$ cat src/hdl/fmtt_pkg.sv
// ----------------------------------------------------------------------------
// Fractional millisecond tick timer package
// Shared widths, register indexes, reset values and the structs that
// travel between the timer's pipeline stages.
// ----------------------------------------------------------------------------
package fmtt_pkg;

  // Configuration port
  localparam int CFG_IDX_W  = 2;
  localparam int CFG_DATA_W = 32;

  localparam logic [CFG_IDX_W-1:0] REG_ENABLE   = 2'd0;
  localparam logic [CFG_IDX_W-1:0] REG_CYCLES   = 2'd1;
  localparam logic [CFG_IDX_W-1:0] REG_FRACTION = 2'd2;
  localparam logic [CFG_IDX_W-1:0] REG_SCALE    = 2'd3;

  // Field widths
  localparam int CPM_W       = 24;
  localparam int FRAC_W      = 10;
  localparam int SCALE_W     = 32;
  localparam int TOTAL_W     = 64;
  localparam int ELAPSED_W   = 32;
  localparam int SCALE_SHIFT = 22;
  localparam int INTERP_W    = ELAPSED_W - SCALE_SHIFT;

  // Stream widths
  localparam int IN_TDATA_W  = 8;
  localparam int OUT_TDATA_W = 136;

  // Arithmetic constants
  localparam logic [TOTAL_W-1:0] MS_US      = 64'd1000;
  localparam logic [FRAC_W:0]    FRAC_LIMIT = 11'd1000;
  localparam logic [FRAC_W-1:0]  FRAC_MAX   = 10'd999;

  // Register reset values
  localparam logic [CPM_W-1:0]   CPM_RESET   = 24'd1000;
  localparam logic [SCALE_W-1:0] SCALE_RESET = 32'd4194304;

  typedef struct packed {
    logic               enable;
    logic [CPM_W-1:0]   cycles_per_ms;
    logic [FRAC_W-1:0]  ms_fraction;
    logic [SCALE_W-1:0] us_scale;
  } cfg_t;

  // Result of one step as left in the state stage.
  typedef struct packed {
    logic [TOTAL_W-1:0]   ms_total;
    logic [TOTAL_W-1:0]   us_total;
    logic [ELAPSED_W-1:0] elapsed;
    logic                 ms_event;
  } snap_t;

endpackage

$ cat src/hdl/fmtt_state.sv
// ----------------------------------------------------------------------------
// Timer state stage
// Runs the down counter, the millisecond and microsecond totals and the
// fraction accumulator; its registers double as the first pipeline stage.
// ----------------------------------------------------------------------------
module fmtt_state import fmtt_pkg::*; #(
  parameter int COUNTER_BITS = 24
) (
  input  logic  clk,
  input  logic  rst_n,
  input  cfg_t  cfg,
  input  logic  in_valid,
  input  logic  in_tick,
  output logic  in_ready,
  input  logic  s1_take,
  output logic  s1_valid,
  output snap_t snap
);

  localparam int RW = 33;
  localparam logic [RW-1:0] CMAX = (RW'(1) << COUNTER_BITS) - RW'(1);

  logic [COUNTER_BITS-1:0] down_r, down_nxt, dec;
  logic [TOTAL_W-1:0]      ms_r, ms_nxt, us_r, us_nxt;
  logic [FRAC_W-1:0]       frac_r, frac_nxt, frac_in;
  logic                    extra_r, extra_nxt;
  logic                    event_r, event_nxt;
  logic [ELAPSED_W-1:0]    elapsed_r, elapsed_nxt;
  logic                    v1_r, v1_nxt;
  logic [CPM_W-1:0]        cpm_eff;
  logic [RW-1:0]           reload_raw, reload_sat;
  logic [FRAC_W:0]         frac_sum;
  logic                    accept;

  assign in_ready = !v1_r || s1_take;
  assign accept   = in_valid && in_ready;

  assign cpm_eff    = (cfg.cycles_per_ms == '0) ? CPM_W'(1) : cfg.cycles_per_ms;
  assign reload_raw = RW'(cpm_eff) - RW'(1) + RW'(extra_r);
  assign reload_sat = (reload_raw > CMAX) ? CMAX : reload_raw;
  assign dec        = down_r - COUNTER_BITS'(1);

  assign frac_in  = (cfg.ms_fraction > FRAC_MAX) ? FRAC_MAX : cfg.ms_fraction;
  assign frac_sum = {1'b0, frac_r} + {1'b0, frac_in};

  always_comb begin
    down_nxt  = down_r;
    ms_nxt    = ms_r;
    us_nxt    = us_r;
    frac_nxt  = frac_r;
    extra_nxt = extra_r;
    event_nxt = 1'b0;
    if (in_tick && cfg.enable) begin
      if (down_r == '0) begin
        down_nxt = reload_sat[COUNTER_BITS-1:0];
      end else begin
        down_nxt = dec;
        if (dec == '0) begin
          event_nxt = 1'b1;
          ms_nxt    = ms_r + TOTAL_W'(1);
          us_nxt    = us_r + MS_US;
          if (frac_sum >= FRAC_LIMIT) begin
            frac_nxt  = FRAC_W'(frac_sum - FRAC_LIMIT);
            extra_nxt = 1'b1;
          end else begin
            frac_nxt  = frac_sum[FRAC_W-1:0];
            extra_nxt = 1'b0;
          end
        end
      end
    end
    elapsed_nxt = ELAPSED_W'(cfg.cycles_per_ms) - ELAPSED_W'(1) - ELAPSED_W'(down_nxt);
  end

  always_comb begin
    v1_nxt = v1_r;
    if (accept) begin
      v1_nxt = 1'b1;
    end else if (s1_take) begin
      v1_nxt = 1'b0;
    end
  end

  always_ff @(posedge clk) begin
    if (!rst_n) begin
      down_r  <= '0;
      ms_r    <= '0;
      us_r    <= '0;
      frac_r  <= '0;
      extra_r <= 1'b0;
      event_r <= 1'b0;
      v1_r    <= 1'b0;
    end else begin
      v1_r <= v1_nxt;
      if (accept) begin
        down_r  <= down_nxt;
        ms_r    <= ms_nxt;
        us_r    <= us_nxt;
        frac_r  <= frac_nxt;
        extra_r <= extra_nxt;
        event_r <= event_nxt;
      end
    end
  end

  always_ff @(posedge clk) begin
    if (accept) begin
      elapsed_r <= elapsed_nxt;
    end
  end

  assign s1_valid      = v1_r;
  assign snap.ms_total = ms_r;
  assign snap.us_total = us_r;
  assign snap.elapsed  = elapsed_r;
  assign snap.ms_event = event_r;

endmodule

$ cat src/hdl/fmtt_interp.sv
// ----------------------------------------------------------------------------
// Microsecond interpolation stages
// Scales the elapsed counter clocks into microseconds, then adds the
// microsecond total into the output register.
// ----------------------------------------------------------------------------
module fmtt_interp import fmtt_pkg::*; (
  input  logic               clk,
  input  logic               rst_n,
  input  logic [SCALE_W-1:0] us_scale,
  input  logic               s1_valid,
  input  snap_t              snap,
  output logic               s1_take,
  output logic               out_valid,
  input  logic               out_ready,
  output logic [TOTAL_W-1:0] out_millis,
  output logic [TOTAL_W-1:0] out_micros,
  output logic               out_event
);

  logic [ELAPSED_W-1:0] prod;
  logic                 v2_r, v3_r;
  logic                 adv3, adv2;
  logic [TOTAL_W-1:0]   ms2_r, us2_r, millis_r, micros_r;
  logic [INTERP_W-1:0]  interp2_r;
  logic                 event2_r, event_r;

  // Product is kept to 32 bits before the shift.
  assign prod = snap.elapsed * us_scale;

  assign adv3    = !v3_r || out_ready;
  assign adv2    = !v2_r || adv3;
  assign s1_take = s1_valid && adv2;

  always_ff @(posedge clk) begin
    if (!rst_n) begin
      v2_r <= 1'b0;
      v3_r <= 1'b0;
    end else begin
      if (adv2) begin
        v2_r <= s1_valid;
      end
      if (adv3) begin
        v3_r <= v2_r;
      end
    end
  end

  always_ff @(posedge clk) begin
    if (s1_take) begin
      ms2_r     <= snap.ms_total;
      us2_r     <= snap.us_total;
      interp2_r <= prod[ELAPSED_W-1:SCALE_SHIFT];
      event2_r  <= snap.ms_event;
    end
    if (adv3 && v2_r) begin
      millis_r <= ms2_r;
      micros_r <= us2_r + TOTAL_W'(interp2_r);
      event_r  <= event2_r;
    end
  end

  assign out_valid  = v3_r;
  assign out_millis = millis_r;
  assign out_micros = micros_r;
  assign out_event  = event_r;

endmodule

$ cat src/hdl/fractional_millisecond_tick_timer_core.sv
// ----------------------------------------------------------------------------
// Fractional millisecond tick timer core
// A result reaches the output register through the state stage, the
// multiply stage and the add stage. Throughput: one input transfer per
// cycle unless the result stream stalls; the state update is a single
// registered step, and the 32x32 scale multiply has a stage of its own.
// Reset (rst_n low, synchronous) clears the counter, totals, accumulator and
// pipeline and loads the configuration registers with their defaults.
// ----------------------------------------------------------------------------
module fractional_millisecond_tick_timer_core import fmtt_pkg::*; #(
  parameter int COUNTER_BITS = 24
) (
  input  logic                   clk,
  input  logic                   rst_n,
  // Configuration write channel
  input  logic                   cfg_valid,
  output logic                   cfg_ready,
  input  logic [CFG_IDX_W-1:0]   cfg_index,
  input  logic [CFG_DATA_W-1:0]  cfg_data,
  // Input stream
  input  logic                   in_tvalid,
  output logic                   in_tready,
  input  logic [IN_TDATA_W-1:0]  in_tdata,   // [0] clock_tick, rest zero
  // Result stream
  output logic                   out_tvalid,
  input  logic                   out_tready,
  output logic [OUT_TDATA_W-1:0] out_tdata   // [63:0] millis_now,
                                             // [127:64] micros_now,
                                             // [128] ms_event, rest zero
);

  cfg_t  cfg_r;
  snap_t snap;
  logic  s1_valid, s1_take;
  logic  in_accept;
  logic [TOTAL_W-1:0] millis, micros;
  logic  ms_event;

  // Always ready; every stage reads the configuration registers directly, so
  // software must write them only while the timer is idle (not enforced).
  assign cfg_ready = 1'b1;

  always_ff @(posedge clk) begin
    if (!rst_n) begin
      cfg_r.enable        <= 1'b0;
      cfg_r.cycles_per_ms <= CPM_RESET;
      cfg_r.ms_fraction   <= '0;
      cfg_r.us_scale      <= SCALE_RESET;
    end else if (cfg_valid && cfg_ready) begin
      unique case (cfg_index)
        REG_ENABLE:   cfg_r.enable        <= cfg_data[0];
        REG_CYCLES:   cfg_r.cycles_per_ms <= cfg_data[CPM_W-1:0];
        REG_FRACTION: cfg_r.ms_fraction   <= cfg_data[FRAC_W-1:0];
        REG_SCALE:    cfg_r.us_scale      <= cfg_data[SCALE_W-1:0];
        default:      ;
      endcase
    end
  end

  // The state stage holds the live counter and totals. Because it only takes
  // a new item when its previous result moves on, those registers are also
  // the first pipeline stage's snapshot of the step just done.
  fmtt_state #(
    .COUNTER_BITS (COUNTER_BITS)
  ) u_state (
    .clk      (clk),
    .rst_n    (rst_n),
    .cfg      (cfg_r),
    .in_valid (in_tvalid),
    .in_tick  (in_tdata[0]),
    .in_ready (in_tready),
    .s1_take  (s1_take),
    .s1_valid (s1_valid),
    .snap     (snap)
  );

  // Interpolation: the elapsed counter clocks times the scale, upper ten
  // bits of the 32-bit product, added to the microsecond total.
  fmtt_interp u_interp (
    .clk        (clk),
    .rst_n      (rst_n),
    .us_scale   (cfg_r.us_scale),
    .s1_valid   (s1_valid),
    .snap       (snap),
    .s1_take    (s1_take),
    .out_valid  (out_tvalid),
    .out_ready  (out_tready),
    .out_millis (millis),
    .out_micros (micros),
    .out_event  (ms_event)
  );

  assign out_tdata = {7'b0, ms_event, micros, millis};
  assign in_accept = in_tvalid && in_tready;

  // A transfer without a clock tick leaves the totals alone and ends no
  // millisecond.
  a_idle_step_holds: assert property (@(posedge clk) disable iff (!rst_n)
    in_accept && !in_tdata[0] |=> $stable(snap.ms_total) && !snap.ms_event)
    else $error("idle step changed the millisecond total");

  // An ended millisecond advances the millisecond total by exactly one.
  a_event_counts_one: assert property (@(posedge clk) disable iff (!rst_n)
    in_accept ##1 snap.ms_event |-> snap.ms_total == $past(snap.ms_total) + 64'd1)
    else $error("millisecond event without a single increment");

  // The input side only stalls while the state stage holds a result that
  // has not yet moved into the multiply stage.
  a_stall_only_when_full: assert property (@(posedge clk) disable iff (!rst_n)
    !in_tready |-> s1_valid)
    else $error("input stalled with an empty state stage");

endmodule
$ cat config.mk
export PLATFORM = sky130hd
export DESIGN_NAME = fractional_millisecond_tick_timer_core
export DESIGN_NICKNAME = d
export VERILOG_FILES = /design/src/hdl/fmtt_pkg.sv /design/src/hdl/fmtt_state.sv /design/src/hdl/fmtt_interp.sv /design/src/hdl/fractional_millisecond_tick_timer_core.sv
export SDC_FILE = /design/constraint.sdc
export NUM_CORES = 2
export LEC_CHECK = 0
export BUFFER_PORTS_ARGS = -buffer_cell sky130_fd_sc_hd__buf_2
export CAP_MARGIN = 15
export CORE_UTILIZATION = 63
export DETAILED_ROUTE_END_ITERATION = 8
export HOLD_SLACK_MARGIN = 0.06
export PLACE_DENSITY_LB_ADDON = 0.12
export SYNTH_ARGS = -nofsm -noshare
export SYNTH_HDL_FRONTEND = slang
export SYNTH_SLANG_ARGS = --single-unit
$ cat constraint.sdc
create_clock -name clk -period 35.7 [get_ports clk]
set_input_delay 7.14 -clock clk [delete_from_list [all_inputs] [get_ports clk]]
set_output_delay 7.14 -clock clk [all_outputs]
set_load 0.02 [all_outputs]
==> run_results.csv <==
group,metric,value,unit
global_routing,antenna_found_initial,1,
timing,slew_headroom,0.2158,
drt,routedWlPerCell,17.90,µm
worst_setup_path,reg2reg_depth,26,
worst_setup_path,worst-setup-path-type,"input pin to output pin",
job,cap_violations,0,
pwr,p_leak,18.06,nW
timing,post-route-period-util,0.4153,
placement,dp_hpwl,65760,µm
timing,setup_viol,0,
floorplanning,dieArea,63240,µm²
global_routing,grt-ovfl-total,0,
clocking,cts_resized,0,
clocking,cts.sinks,528,
clocking,cts-htree-levels,2,
yosys,synth_flop_cell,"edfxtp_1",
yosys,syn_area_per_cell,9.699,µm²
timing,rsz0062_at_grt,"no",
floorplanning,die_height,251.5,µm
clocking,cts-root-buf,"clkbuf_16",
timing,maxSlewViolCount,0,
cells_and_area,antenna_cells,0,
clocking,cts.clk_slew.worst_paths,60,ps
global_routing,grt_usage,0.2913,
yosys,ys_types,82,
drt,dr.pass1.iters,5,
worst_setup_path,cp-end-kind,"output pin",
timing,finalCriticalPeriod,14820,ps
yosys,synth_seq_cells,528,
floorplanning,ios,186,
cells_and_area,layout.nets,4751,
placement,dp_slack,20890,ps
placement,io_buffer_count,170,
worst_setup_path,cp_max_fo,4,
worst_setup_path,startpoint,"out_tready",
yosys,synth_edf_count,297,
clocking,post_cts_buffers,0,
worst_setup_path,startpoint_type,"input pin",
run_status,status,"finished clean",
cells_and_area,area_growth,8.698,%
drt,drt_iter0_drc,1856,
yosys,seq_area_frac_synth,0.3454,
clocking,cts_tree,"done",
global_routing,grt_pass1_vias,27710,
yosys,async_flop_share,0,
pwr,power.ir.vdd_worst,0.04194,mV
drt,drc,0,
cells_and_area,drive_above_1_share,0.08783,
worst_setup_path,r2r_end,"u_state.elapsed_r[24]",
drt,vias,27980,
pwr,power.density,42.40,nW/µm²
drt,ant_nets,0,
yosys,synth_area,39210,µm²
timing,max_freq,67.46,MHz
worst_setup_path,crit_end,"in_tready",
floorplanning,row_count,91,
timing,hold_viol_final,0,
timing,fin_setup_tns,0,ps
floorplanning,core_area,61600,µm²
floorplanning,start_util,0.6366,
timing,fin_skew,80.63,ps
clocking,numCtsBuffers,54,
clocking,cts.path.max_buffers,3,
drt,wl,89550,µm
placement,gp_congestion,0.9312,
global_routing,grt_first_pass_wirelength,145000,µm
worst_setup_path,crit_arrival,7680,ps
timing,fin_ws,20880,ps
yosys,synth_warnings,0,
global_routing,grt_max_degree,126,
hold_path,hold_class,"flop to flop",
clocking,cts_hold_buf,0,
worst_setup_path,r2r-start,"cfg_r[44]",
drt,routed_via_density,5.591,
timing,worst_pin_slew,1176,ps
worst_setup_path,critPathRequiredTime,28560,ps
yosys,syn_inst,4043,
worst_setup_path,r2r_setup_slack,26680,ps
clocking,clkLatencyLatePin,650,ps
floorplanning,die_w,251.5,µm
-- final cells by class --
cell class              instances  area [µm²]
clock buffers                  66        1466
clock inverters                35       430.4
multi-input cells            2801       22940
inverters                     516        1942
flip-flops and latches        528       13540
fillers                      4798       18970
repair buffers                221        1254
well taps                     837        1047
-- flip-flops by register name (all words and copies together), names as in the netlist --
signal,flops
u_interp.us2_r,61
u_state.ms_r,64
u_interp.ms2_r,64
u_interp.v2_r,1
u_interp.out_valid,1
u_interp.interp2_r,10
u_state.event_r,1
u_interp.out_millis,64
u_interp.out_micros,64
u_interp.out_event,1
u_interp.event2_r,1
u_state.extra_r,1
u_state.us_r,61
u_state.down_r,24
u_state.elapsed_r,32
u_state.s1_valid,1
u_state.frac_r,10
cfg_r,67
-- critical path: stages --
cell,delay (ps)
buf_2,100
nand4b_1,230
buf_2,210
-- layer usage --
metal	wire [µm]	vias up	part of all wire	global-route usage
met1	36780	13740	0.41	0.3786
met2	43390	857	0.48	0.4903
met5	0	-	0	0
li1	-	13180	-	-
met3	5097	204	0.057	0.03487
met4	4285	0	0.048	0.1343
-- placed cells by master (no fill, tap or decap), types with 8 or more instances in the layout --
| cell | instances |
|---|---|
| o21bai_1 | 10 |
| dfxtp_1 | 231 |
| fa_1 | 410 |
| nor2_1 | 225 |
| ha_1 | 172 |
| clkinv_2 | 13 |
| mux2i_1 | 13 |
| and2_1 | 224 |
| nand2_1 | 629 |
| a211oi_1 | 13 |
| or3_1 | 37 |
| nand4_1 | 46 |
| or4_1 | 13 |
| nand3_1 | 103 |
| clkbuf_16 | 54 |
| and3_1 | 41 |
| a31oi_1 | 9 |
| xor2_1 | 116 |
| or2_2 | 17 |
| o31ai_1 | 14 |
| nand2b_1 | 12 |
| nor3_1 | 57 |
| and4_1 | 15 |
| a21o_1 | 15 |
| inv_1 | 515 |
| buf_4 | 50 |
| a21oi_1 | 159 |
| o21ai_0 | 89 |
| buf_2 | 170 |
| o22ai_1 | 9 |
| xnor2_1 | 201 |
| nor4_1 | 13 |
| conb_1 | 8 |
| edfxtp_1 | 297 |
| nor2b_1 | 16 |
-- kinds of logic after synthesis --
kind of cell | share of synthesized area
and+or+nand+nor | 0.1855
buffers and inverters | 0.07064
adders and majority gates | 0.2642
DFF | 0.3454
AOI/OAI and AO/OA | 0.05941
xor gates and xnor gates | 0.07080
muxes | 0.003893
other | 0.0001915
-- where the power goes --
| group | leakage, nW | internal (mW) | total, mW | switching, mW |
|---|---|---|---|---|
| clock | 0.921 | 0.340 | 0.587 | 0.247 |
| sequential | 4.43 | 0.688 | 0.712 | 0.0243 |
| combinational | 12.7 | 0.206 | 0.508 | 0.302 |
-- Yosys cell counts, types with 17 or more instances --
master / n / area, µm²
and3_1: 41 / 256.5
clkbuf_1: 178 / 668.1
fa_1: 410 / 8208
nand4_1: 46 / 287.8
nand3_1: 103 / 515.5
edfxtp_1: 297 / 8919
a21oi_1: 159 / 795.8
nand2_1: 629 / 2361
o21ai_0: 89 / 445.4
and2_1: 224 / 1401
nor2_1: 225 / 844.6
xnor2_1: 201 / 1760
nor2b_1: 17 / 106.4
nor3_1: 57 / 285.3
inv_1: 516 / 1937
dfxtp_1: 231 / 4624
or2_2: 17 / 106.4
ha_1: 172 / 2152
or3_1: 37 / 231.5
xor2_1: 116 / 1016
-- worst min path at each step --
stage | cells after the start | end | startpoint | slack [ps]
final | 0 | u_interp.out_millis[40] | u_interp.ms2_r[40] | 420
after global routing | 0 | u_interp.out_millis[53] | u_interp.ms2_r[53] | 420
after CTS | 0 | u_interp.out_millis[53] | u_interp.ms2_r[53] | 420
after detailed placement | 0 | u_interp.out_millis[0] | u_interp.ms2_r[0] | 400
after global placement | 0 | u_interp.out_millis[32] | u_interp.ms2_r[32] | 400
after floorplan | 0 | u_interp.out_event | u_interp.event2_r | 400
-- per-stage QoR --
step / std cells / util / hold WS, ps / instance area [µm²] / power [mW]
2_1_floorplan: 4049 / - / 400.3 / 39240 / 1.103
3_3_place_gp: 4902 / 0.6607 / 401.7 / 40700 / 1.221
3_5_place_dp: 4902 / 0.6607 / 404.5 / 40700 / 1.235
4_1_cts: 5003 / 0.6915 / 416.1 / 42600 / 1.825
5_1_grt: 5004 / 0.6920 / 420.2 / 42620 / 1.917
6_report: 5004 / 0.6920 / 415.1 / 42620 / 1.807
Note: power is estimated with default switching activity, not from simulation.
